[src/rtl/vlbg_pkg.sv]
// Shared types and constants for the voxel line and box generator.
// Used by every module of the block; depends on nothing else.

package vlbg_pkg;

    localparam int MAX_CELLS = 64;
    localparam int CNT_W     = (MAX_CELLS > 1) ? $clog2(MAX_CELLS) : 1;
    localparam int DIM_W     = $clog2(MAX_CELLS + 1);
    localparam int COORD_W   = 16;
    localparam int ERR_W     = 19;
    localparam int Q_DEPTH   = 2;
    localparam int Q_PTR_W   = $clog2(Q_DEPTH);

    localparam logic [1:0] FUNC_LINE  = 2'd0;
    localparam logic [1:0] FUNC_SOLID = 2'd1;

    localparam logic [1:0] AXIS_X = 2'd0;
    localparam logic [1:0] AXIS_Y = 2'd1;
    localparam logic [1:0] AXIS_Z = 2'd2;

    typedef logic signed [COORD_W-1:0] t_coord;

    typedef enum logic [1:0] {
        JOB_LINE,
        JOB_SOLID,
        JOB_HOLLOW,
        JOB_BIG
    } t_job_kind;

    typedef struct packed {
        t_job_kind                    kind;
        logic [1:0]                   drv;
        logic [2:0]                   st_neg;
        logic [2:0][COORD_W-1:0]      p0;
        logic [2:0][COORD_W-1:0]      p1;
        logic [2:0][COORD_W-1:0]      ad;
        logic [2:0][ERR_W-1:0]        err;
    } t_job;

    typedef struct packed {
        logic full;
        logic empty;
    } t_q_status;

    typedef enum logic [1:0] {
        F_IDLE,
        F_DELTA,
        F_PLAN,
        F_PUSH
    } t_front_state;

    typedef enum logic {
        B_IDLE,
        B_RUN
    } t_back_state;

endpackage

[src/rtl/vlbg_front.sv]
// Front end: accepts a request, computes deltas, driving axis, error terms,
// sorted corners and the box volume check, then pushes one job. Uses vlbg_pkg.

module vlbg_front (
    input  logic                          i_clk,
    input  logic                          i_rst_n,
    input  logic                          i_valid,
    output logic                          o_ready,
    input  logic [1:0]                    i_func,
    input  logic [2:0][vlbg_pkg::COORD_W-1:0] i_start,
    input  logic [2:0][vlbg_pkg::COORD_W-1:0] i_end,
    input  vlbg_pkg::t_q_status           i_q_status,
    output logic                          o_push,
    output vlbg_pkg::t_job                o_job
);
    import vlbg_pkg::*;

    t_front_state r_state, n_state;

    logic [1:0]                r_func;
    logic [2:0][COORD_W-1:0]   r_a, r_b;
    logic [2:0][COORD_W-1:0]   r_ad, r_lo, r_hi;
    logic [2:0]                r_stn, r_dimbig;
    logic [2:0][DIM_W-1:0]     r_dim;
    logic [1:0]                r_drv;
    logic [2:0][ERR_W-1:0]     r_err;
    logic [2*DIM_W-1:0]        r_p01;
    logic                      r_anybig;

    logic [2:0][COORD_W:0]     w_dl;
    logic [2:0][COORD_W-1:0]   w_ad, w_lo, w_hi, w_span;
    logic [2:0]                w_stn, w_dimbig;
    logic [2:0][DIM_W-1:0]     w_dim;
    logic [1:0]                w_drv;
    logic [COORD_W-1:0]        w_ad_d;
    logic [2:0][ERR_W-1:0]     w_err;
    logic [3*DIM_W-1:0]        w_vol;
    logic                      w_big;

    // Per-axis delta, direction, magnitude and sorted span
    always_comb begin
        for (int i = 0; i < 3; i++) begin
            w_dl[i]  = {r_b[i][COORD_W-1], r_b[i]} - {r_a[i][COORD_W-1], r_a[i]};
            w_stn[i] = w_dl[i][COORD_W] || (w_dl[i] == '0);
            w_ad[i]  = w_dl[i][COORD_W] ? COORD_W'(-w_dl[i]) : w_dl[i][COORD_W-1:0];
            if ($signed(r_a[i]) < $signed(r_b[i])) begin
                w_lo[i] = r_a[i];
                w_hi[i] = r_b[i];
            end else begin
                w_lo[i] = r_b[i];
                w_hi[i] = r_a[i];
            end
            w_span[i]   = w_hi[i] - w_lo[i];
            w_dimbig[i] = w_span[i] >= COORD_W'(MAX_CELLS);
            w_dim[i]    = w_span[i][DIM_W-1:0] + DIM_W'(1);
        end
    end

    // Driving axis: largest delta, ties to x then y
    always_comb begin
        if (r_ad[0] >= r_ad[1] && r_ad[0] >= r_ad[2]) begin
            w_drv = AXIS_X;
        end else if (r_ad[1] >= r_ad[2]) begin
            w_drv = AXIS_Y;
        end else begin
            w_drv = AXIS_Z;
        end
        case (w_drv)
            AXIS_X:  w_ad_d = r_ad[0];
            AXIS_Y:  w_ad_d = r_ad[1];
            default: w_ad_d = r_ad[2];
        endcase
        for (int i = 0; i < 3; i++) begin
            w_err[i] = {2'b00, r_ad[i], 1'b0} - {3'b000, w_ad_d};
        end
    end

    assign w_vol = (3*DIM_W)'(r_p01) * (3*DIM_W)'(r_dim[2]);
    assign w_big = r_anybig || (w_vol > (3*DIM_W)'(MAX_CELLS));

    always_ff @(posedge i_clk) begin
        if (!i_rst_n) begin
            r_state <= F_IDLE;
        end else begin
            r_state <= n_state;
        end
    end

    always_ff @(posedge i_clk) begin
        if (o_ready && i_valid) begin
            r_func <= i_func;
            r_a    <= i_start;
            r_b    <= i_end;
        end
        if (r_state == F_DELTA) begin
            r_ad     <= w_ad;
            r_stn    <= w_stn;
            r_lo     <= w_lo;
            r_hi     <= w_hi;
            r_dimbig <= w_dimbig;
            r_dim    <= w_dim;
        end
        if (r_state == F_PLAN) begin
            r_drv    <= w_drv;
            r_err    <= w_err;
            r_p01    <= (2*DIM_W)'(r_dim[0]) * (2*DIM_W)'(r_dim[1]);
            r_anybig <= |r_dimbig;
        end
    end

    always_comb begin
        n_state = r_state;
        case (r_state)
            F_IDLE:  if (i_valid) n_state = F_DELTA;
            F_DELTA: n_state = F_PLAN;
            F_PLAN:  n_state = F_PUSH;
            F_PUSH:  if (!i_q_status.full) n_state = F_IDLE;
            default: n_state = F_IDLE;
        endcase
    end

    always_comb begin
        o_ready = (r_state == F_IDLE);
        o_push  = (r_state == F_PUSH) && !i_q_status.full;
    end

    always_comb begin
        if (r_func == FUNC_LINE) begin
            o_job.kind = JOB_LINE;
        end else if (w_big) begin
            o_job.kind = JOB_BIG;
        end else if (r_func == FUNC_SOLID) begin
            o_job.kind = JOB_SOLID;
        end else begin
            o_job.kind = JOB_HOLLOW;
        end
        o_job.drv    = r_drv;
        o_job.st_neg = r_stn;
        o_job.p0     = (r_func == FUNC_LINE) ? r_a : r_lo;
        o_job.p1     = r_hi;
        o_job.ad     = r_ad;
        o_job.err    = r_err;
    end

endmodule

[src/rtl/vlbg_queue.sv]
// Small job queue between front end and back end, held in flip-flops.
// Uses t_job and queue constants from vlbg_pkg.

module vlbg_queue (
    input  logic                 i_clk,
    input  logic                 i_rst_n,
    input  logic                 i_push,
    input  vlbg_pkg::t_job       i_job,
    input  logic                 i_pop,
    output vlbg_pkg::t_job       o_job,
    output vlbg_pkg::t_q_status  o_status
);
    import vlbg_pkg::*;

    t_job               r_mem [Q_DEPTH];
    logic [Q_PTR_W-1:0] r_wp, r_rp;
    logic [Q_PTR_W:0]   r_cnt;

    always_ff @(posedge i_clk) begin
        if (!i_rst_n) begin
            r_wp  <= '0;
            r_rp  <= '0;
            r_cnt <= '0;
        end else begin
            if (i_push) r_wp <= r_wp + Q_PTR_W'(1);
            if (i_pop)  r_rp <= r_rp + Q_PTR_W'(1);
            if (i_push && !i_pop) begin
                r_cnt <= r_cnt + (Q_PTR_W+1)'(1);
            end else if (i_pop && !i_push) begin
                r_cnt <= r_cnt - (Q_PTR_W+1)'(1);
            end
        end
    end

    always_ff @(posedge i_clk) begin
        if (i_push) r_mem[r_wp] <= i_job;
    end

    assign o_job          = r_mem[r_rp];
    assign o_status.full  = (r_cnt == (Q_PTR_W+1)'(Q_DEPTH));
    assign o_status.empty = (r_cnt == '0);

endmodule

[src/rtl/vlbg_back.sv]
// Back end: loads a job and walks it, one voxel per cycle, into an output
// register that holds results while the sink stalls. Uses vlbg_pkg.

module vlbg_back (
    input  logic                          i_clk,
    input  logic                          i_rst_n,
    input  vlbg_pkg::t_q_status           i_q_status,
    input  vlbg_pkg::t_job                i_job,
    output logic                          o_pop,
    output logic                          o_valid,
    input  logic                          i_ready,
    output logic [2:0][vlbg_pkg::COORD_W-1:0] o_cell,
    output logic                          o_last,
    output logic                          o_too_large
);
    import vlbg_pkg::*;

    t_back_state r_state, n_state;

    t_job_kind                 r_kind;
    logic [1:0]                r_drv;
    logic [2:0]                r_stn;
    logic [2:0][COORD_W-1:0]   r_pos, r_lo, r_hi, r_ad;
    logic [2:0][ERR_W-1:0]     r_err;
    logic [COORD_W-1:0]        r_rem;
    logic [CNT_W-1:0]          r_cnt;

    logic                      r_ovalid, r_olast, r_obig;
    logic [2:0][COORD_W-1:0]   r_ocell;

    logic                      w_out_free, w_emit, w_last;
    logic [COORD_W-1:0]        w_ad_d;
    logic [2:0][COORD_W-1:0]   w_step, w_line_pos, w_box_pos;
    logic [2:0][ERR_W-1:0]     w_line_err;
    logic                      w_yz_shell;

    assign w_out_free = !r_ovalid || i_ready;

    always_comb begin
        case (r_drv)
            AXIS_X:  w_ad_d = r_ad[0];
            AXIS_Y:  w_ad_d = r_ad[1];
            default: w_ad_d = r_ad[2];
        endcase
    end

    // One Bresenham step on all three axes
    always_comb begin
        for (int i = 0; i < 3; i++) begin
            w_step[i] = r_stn[i] ? r_pos[i] - COORD_W'(1) : r_pos[i] + COORD_W'(1);
            if (r_drv == 2'(i)) begin
                w_line_pos[i] = w_step[i];
                w_line_err[i] = r_err[i];
            end else if (!r_err[i][ERR_W-1]) begin
                w_line_pos[i] = w_step[i];
                w_line_err[i] = r_err[i] - {2'b00, w_ad_d, 1'b0} + {2'b00, r_ad[i], 1'b0};
            end else begin
                w_line_pos[i] = r_pos[i];
                w_line_err[i] = r_err[i] + {2'b00, r_ad[i], 1'b0};
            end
        end
    end

    // Box scan: x innermost, then z, then y; hollow rows off the shell jump
    // straight from the low x face to the high x face
    always_comb begin
        w_yz_shell = (r_pos[1] == r_lo[1]) || (r_pos[1] == r_hi[1]) ||
                     (r_pos[2] == r_lo[2]) || (r_pos[2] == r_hi[2]);
        w_box_pos = r_pos;
        if (r_pos[0] == r_hi[0]) begin
            w_box_pos[0] = r_lo[0];
            if (r_pos[2] == r_hi[2]) begin
                w_box_pos[2] = r_lo[2];
                w_box_pos[1] = r_pos[1] + COORD_W'(1);
            end else begin
                w_box_pos[2] = r_pos[2] + COORD_W'(1);
            end
        end else if (r_kind == JOB_HOLLOW && !w_yz_shell && r_pos[0] == r_lo[0]) begin
            w_box_pos[0] = r_hi[0];
        end else begin
            w_box_pos[0] = r_pos[0] + COORD_W'(1);
        end
    end

    always_comb begin
        case (r_kind)
            JOB_LINE: w_last = (r_rem == '0) || (r_cnt == CNT_W'(MAX_CELLS - 1));
            JOB_BIG:  w_last = 1'b1;
            default:  w_last = (r_pos == r_hi);
        endcase
    end

    always_ff @(posedge i_clk) begin
        if (!i_rst_n) begin
            r_state  <= B_IDLE;
            r_ovalid <= 1'b0;
        end else begin
            r_state <= n_state;
            if (w_emit) begin
                r_ovalid <= 1'b1;
            end else if (i_ready) begin
                r_ovalid <= 1'b0;
            end
        end
    end

    always_ff @(posedge i_clk) begin
        if (o_pop) begin
            r_kind <= i_job.kind;
            r_drv  <= i_job.drv;
            r_stn  <= i_job.st_neg;
            r_pos  <= i_job.p0;
            r_lo   <= i_job.p0;
            r_hi   <= i_job.p1;
            r_ad   <= i_job.ad;
            r_err  <= i_job.err;
            r_cnt  <= '0;
            case (i_job.drv)
                AXIS_X:  r_rem <= i_job.ad[0];
                AXIS_Y:  r_rem <= i_job.ad[1];
                default: r_rem <= i_job.ad[2];
            endcase
        end else if (w_emit) begin
            r_rem <= r_rem - COORD_W'(1);
            r_cnt <= r_cnt + CNT_W'(1);
            if (r_kind == JOB_LINE) begin
                r_pos <= w_line_pos;
                r_err <= w_line_err;
            end else begin
                r_pos <= w_box_pos;
            end
        end
        if (w_emit) begin
            r_olast <= w_last;
            r_obig  <= (r_kind == JOB_BIG);
            r_ocell <= (r_kind == JOB_BIG) ? '0 : r_pos;
        end
    end

    always_comb begin
        n_state = r_state;
        case (r_state)
            B_IDLE:  if (!i_q_status.empty) n_state = B_RUN;
            B_RUN:   if (w_emit && w_last) n_state = B_IDLE;
            default: n_state = B_IDLE;
        endcase
    end

    always_comb begin
        o_pop  = (r_state == B_IDLE) && !i_q_status.empty;
        w_emit = (r_state == B_RUN) && w_out_free;
    end

    assign o_valid     = r_ovalid;
    assign o_cell      = r_ocell;
    assign o_last      = r_olast;
    assign o_too_large = r_obig;

endmodule

[src/rtl/voxel_line_and_box_generator.sv]
// Voxel line and box generator: a request carries a mode and two 3D points.
// Line mode walks a 3D Bresenham line from start to end, emitting the start
// cell and one cell per step on the axis of largest delta, at most 64 cells.
// Box modes emit every cell (solid) or every shell cell (hollow, also mode 3)
// of the box spanned by the two corners, in y, z, x loop order; a box of more
// than 64 cells gives one result with too_large set and zero coordinates.
// tlast marks the final result of each request. The front end sets up each
// request in its idle, delta, plan and push states and hands jobs through a
// two-entry queue; the back end loads a job and then emits one result per
// cycle while the sink accepts (at most 64 results per request), and the
// front end can set up the next request meanwhile.

module voxel_line_and_box_generator (
    input  logic         i_clk,
    input  logic         i_rst_n,
    input  logic         s_axis_tvalid,
    output logic         s_axis_tready,
    // start_x, start_y, start_z, end_x, end_y, end_z (16 bits each, signed)
    input  logic [95:0]  s_axis_tdata,
    // func
    input  logic [1:0]   s_axis_tuser,
    output logic         m_axis_tvalid,
    input  logic         m_axis_tready,
    // cell_x, cell_y, cell_z (16 bits each, signed)
    output logic [47:0]  m_axis_tdata,
    output logic         m_axis_tlast,
    // too_large
    output logic [0:0]   m_axis_tuser
);
    import vlbg_pkg::*;

    logic [2:0][COORD_W-1:0] w_start, w_end, w_cell;
    t_job                    w_push_job, w_pop_job;
    t_q_status               w_q_status;
    logic                    w_push, w_pop, w_too_large;

    always_comb begin
        for (int i = 0; i < 3; i++) begin
            w_start[i] = s_axis_tdata[i*COORD_W +: COORD_W];
            w_end[i]   = s_axis_tdata[(i+3)*COORD_W +: COORD_W];
        end
    end

    vlbg_front u_front (
        .i_clk      (i_clk),
        .i_rst_n    (i_rst_n),
        .i_valid    (s_axis_tvalid),
        .o_ready    (s_axis_tready),
        .i_func     (s_axis_tuser),
        .i_start    (w_start),
        .i_end      (w_end),
        .i_q_status (w_q_status),
        .o_push     (w_push),
        .o_job      (w_push_job)
    );

    vlbg_queue u_queue (
        .i_clk    (i_clk),
        .i_rst_n  (i_rst_n),
        .i_push   (w_push),
        .i_job    (w_push_job),
        .i_pop    (w_pop),
        .o_job    (w_pop_job),
        .o_status (w_q_status)
    );

    vlbg_back u_back (
        .i_clk       (i_clk),
        .i_rst_n     (i_rst_n),
        .i_q_status  (w_q_status),
        .i_job       (w_pop_job),
        .o_pop       (w_pop),
        .o_valid     (m_axis_tvalid),
        .i_ready     (m_axis_tready),
        .o_cell      (w_cell),
        .o_last      (m_axis_tlast),
        .o_too_large (w_too_large)
    );

    assign m_axis_tdata    = {w_cell[2], w_cell[1], w_cell[0]};
    assign m_axis_tuser[0] = w_too_large;

    a_no_overflow: assert property (@(posedge i_clk) disable iff (!i_rst_n)
        !(w_push && w_q_status.full))
        else $error("job pushed into a full queue");

    a_no_underflow: assert property (@(posedge i_clk) disable iff (!i_rst_n)
        !(w_pop && w_q_status.empty))
        else $error("job popped from an empty queue");

    a_big_is_last: assert property (@(posedge i_clk) disable iff (!i_rst_n)
        (m_axis_tvalid && m_axis_tuser[0]) |-> m_axis_tlast)
        else $error("oversized box result without tlast");

    a_busy_after_accept: assert property (@(posedge i_clk) disable iff (!i_rst_n)
        (s_axis_tvalid && s_axis_tready) |=> !s_axis_tready)
        else $error("front end ready again right after a transaction");

endmodule

[config.mk]
export PLATFORM = sky130hd
export DESIGN_NAME = voxel_line_and_box_generator
export DESIGN_NICKNAME = d
export VERILOG_FILES = /design/src/rtl/vlbg_pkg.sv /design/src/rtl/vlbg_front.sv /design/src/rtl/vlbg_queue.sv /design/src/rtl/vlbg_back.sv /design/src/rtl/voxel_line_and_box_generator.sv
export SDC_FILE = /design/constraint.sdc
export NUM_CORES = 2
export LEC_CHECK = 0
export BUFFER_PORTS_ARGS = -buffer_cell sky130_fd_sc_hd__buf_2
export CAP_MARGIN = 20
export CORE_UTILIZATION = 35
export CTS_BUF_LIST = sky130_fd_sc_hd__clkbuf_16
export DETAILED_ROUTE_END_ITERATION = 8
export PLACE_DENSITY_LB_ADDON = 0.3
export RECOVER_POWER = 25
export SKIP_CTS_REPAIR_TIMING = 1
export SYNTH_ARGS = -nofsm -noshare
export SYNTH_HDL_FRONTEND = slang
export SYNTH_SLANG_ARGS = --single-unit
[constraint.sdc]
create_clock -name i_clk -period 16.8 [get_ports i_clk]
set_input_delay 0.84 -clock i_clk [delete_from_list [all_inputs] [get_ports i_clk]]
set_output_delay 0.84 -clock i_clk [all_outputs]
set_load 0.01 [all_outputs]
==> results.sh <==
export IMPL_antenna_found_initial=18
export IMPL_via_count=41100
export IMPL_maxSlewHeadroom_pct=-126
export IMPL_gp_congestion=0.893
export IMPL_synth_top_area_cell="edfxtp_1"
export IMPL_rsz0062_at_grt="false"
export IMPL_worstHoldPathType="in2reg"
export IMPL_wl_mm=164
export IMPL_syn_avg_cell_area_um2=11.7
export IMPL_synth_edf_count=1060
export IMPL_grt_pass1_wl_mm=249
export IMPL_final_nets=6012
export IMPL_grt_overflow=0
export IMPL_dp_cells=7655
export IMPL_drive_above_1_share_pct=11.1
export IMPL_syn_cell_area_um2=62200
export IMPL_grt_max_degree=128
export IMPL_cts_made_buffers=115
export IMPL_cts_tree="yes"
export IMPL_fmax_mhz=154
export IMPL_drc=4
export IMPL_core_um2=176000
export IMPL_path_class="reg2reg"
export IMPL_grt_pass1_vias=40800
export IMPL_hold_viol=0
export IMPL_tns_ps=0
export IMPL_status="finished, violations left"
export IMPL_violations="design-rule violations, max-capacitance violations, max-slew violations"
export IMPL_root_buffer="clkbuf_16"
export IMPL_track_usage_pct=18.0
export IMPL_ys_top_cells_by_count="1060 x edfxtp_1, 416 x nand2_1, 334 x ha_1"
export IMPL_setup_ws_ps=10290
export IMPL_wl_per_cell_um=20.8
export IMPL_drv_cap=3
export IMPL_setup_viol=0
export IMPL_cp_arrival_ps=6970
export IMPL_start_util_pct=35.3
export IMPL_yosys_cell_count_top_type="edfxtp_1"
export IMPL_stdcell_count=7875
export IMPL_yosysSeqAreaShare_pct=51.6
export IMPL_dpl_hpwl_mm=121
export IMPL_worstHoldStart="s_axis_tdata[73]"
export IMPL_endpoint_kind="flip-flop"
export IMPL_synthArstFlopShare_pct=0
export IMPL_drt_iter0_drc=2790
export IMPL_insertion_delay_ps=760
export IMPL_period_share_pct=38.7
export IMPL_die_area_um2=179000
export IMPL_hold_depth=1
export IMPL_worst_pin_slew_ps=3360
export IMPL_fin_hold_ws_ps=249
export IMPL_syn_nets=5919
export IMPL_yosys_warnings=0
export IMPL_skew_ps=60.8
export IMPL_slew_violations=162
export IMPL_cts_sinks=1075
export IMPL_fp_dieW_um=424
export IMPL_critPathMaxFanout=14
export IMPL_chipHeight_um=424
export IMPL_hold_path_end="u_front.r_b[25]"
export IMPL_ios=154
export IMPL_htreeDepth=3
export IMPL_yosys_top_cells_area="edfxtp_1 51%, ha_1 6.7%, fa_1 4.6%, xnor2_1 4.4%, mux2_2 3.7%"
export IMPL_syn_inst=5340
export IMPL_synthFlopType="edfxtp_1"
export IMPL_rows=154
export IMPL_ant_nets=0
export IMPL_ys_ff_latch=1075
export IMPL_cts_max_path_buffers=3
export IMPL_areaGrowthSynthToFinish_pct=11.5
export IMPL_worstReg2RegEnd="u_queue.r_mem[1][207]"
export IMPL_ys_types=100
export IMPL_period_minus_slack_ps=6510
export IMPL_reg2reg_slack_ps=10290
export IMPL_drtPass1Iterations=7
export IMPL_clkTransAtPathRegs_ps=60
export IMPL_cp_start_kind="flip-flop"
export IMPL_r2r_start="u_front.r_dim[17]"
export IMPL_synth_top_area_share_pct=51.2
export IMPL_nFillCells=16800
export IMPL_dp_slack_ps=10270
export IMPL_vias_per_cell=5.22
export IMPL_crit_required_ps=17260
export IMPL_reg2reg_depth=20
export IMPL_port_buffers=153
## routing by layer
layer / share of wire (%) / wire (µm) / vias to the layer above / global-route usage (%)
li1: - / - / 19600 / -
met1: 45 / 73400 / 20400 / 24.3
met2: 48 / 78800 / 894 / 30.5
met3: 4.3 / 6990 / 233 / 2.09
met4: 2.8 / 4660 / 6 / 5.00
met5: 0.018 / 29 / - / 0
## cells in the final DEF, fill, tap and decap left out, types with 25 or more instances in the layout
cell type | netlist | routed
nand3_1 | 84 | 84
clkinv_1 | 2 | 25
mux2_2 | 203 | 195
and3_1 | 37 | 36
clkbuf_16 | 0 | 116
or3_1 | 39 | 39
buf_4 | 4 | 43
nor3_1 | 88 | 88
nor2_1 | 318 | 317
fa_1 | 143 | 143
xnor2_1 | 312 | 312
a31oi_1 | 36 | 36
nand2b_1 | 52 | 52
xor2_1 | 124 | 124
nor4_1 | 28 | 26
nand4_1 | 57 | 57
inv_1 | 321 | 333
edfxtp_1 | 1060 | 1060
o21ai_0 | 306 | 303
buf_2 | 24 | 136
o21a_1 | 34 | 34
and2_1 | 109 | 106
nor2b_1 | 96 | 96
o21bai_1 | 42 | 42
nand2_1 | 416 | 416
a21oi_1 | 308 | 308
o211ai_1 | 40 | 40
mux2i_1 | 127 | 125
ha_1 | 334 | 333
a21o_1 | 70 | 70
a211oi_1 | 60 | 60
## cell type report
cell class	count	area, µm²	share of cell area, %
Sequential cell	1075	32100	46.3
Multi-Input combinational cell	3718	28100	40.5
Tap cell	2340	2930	4.22
Clock buffer	116	2900	4.18
Inverter	324	1220	1.75
Timing Repair Buffer	199	1120	1.61
Clock inverter	100	996	1.44
Antenna cell	3	7.51	0.0108
## logic make-up (layout without fill, tap and decap cells)
family	after synthesis	after routing	share of synthesized area, %
adder cells (fa/ha/maj)	477	477	11.3
AO/OA/AOI/OAI	1081	1081	10.9
other	0	3	0
buffers and inverters	547	739	3.39
multiplexers	330	330	5.72
AND/OR/NAND/NOR	1394	1394	10.9
flip-flops	1075	1075	51.6
XOR/XNOR	436	436	6.14
## worst max path at each step
| stage | start | cells past startpoint | slack (ps) | end |
|---|---|---|---|---|
| after floorplan | u_queue.r_cnt[0] | 4 | 7000 | u_queue.r_wp |
| after global placement | u_front.r_dim[17] | 20 | 10320 | u_queue.r_mem[0][206] |
| after detailed placement | u_front.r_dim[17] | 20 | 10270 | u_queue.r_mem[0][207] |
| after CTS | u_front.r_dim[17] | 20 | 10330 | u_queue.r_mem[1][207] |
| after global routing | u_front.r_dim[20] | 19 | 9980 | u_queue.r_mem[0][207] |
| final | u_front.r_dim[17] | 20 | 10290 | u_queue.r_mem[1][207] |
## sequential cells by signal (all words and copies together) (netlist names), 48 cells and up, named ones only
register,cells
u_back.r_lo,48
u_back.r_ad,48
u_back.o_cell,48
u_front.o_job,147
u_queue.r_mem,404
u_back.r_err,54
u_back.r_pos,48
u_front.r_b,48
u_front.r_a,48
u_front.r_lo,48
u_back.r_hi,48
## critical path, stage by stage, from the launching register on
cell and delay, ps:
edfxtp_1 590, and2_1 250, fa_1 530, inv_1 50, fa_1 470, inv_1 50, fa_1 530, inv_1 50
fa_1 530, inv_1 40, ha_1 310, inv_1 160, o21bai_1 90, a2111oi_0 740, o311a_1 280, o21bai_1 120
a21oi_1 210, o41ai_1 80, or4b_2 670, nor4_1 330, a21oi_1 150
## stage by stage
step                      utilization, %  area (µm²)
after global routing                39.3       69400
final                               39.3       69400
after global placement              37.2       65500
after detailed placement            37.2       65500
after CTS                           39.4       69400
after floorplan                        -       62200
Power is not shown: default switching activity piles up to over one toggle a cycle in this logic, so the estimate is an artifact.
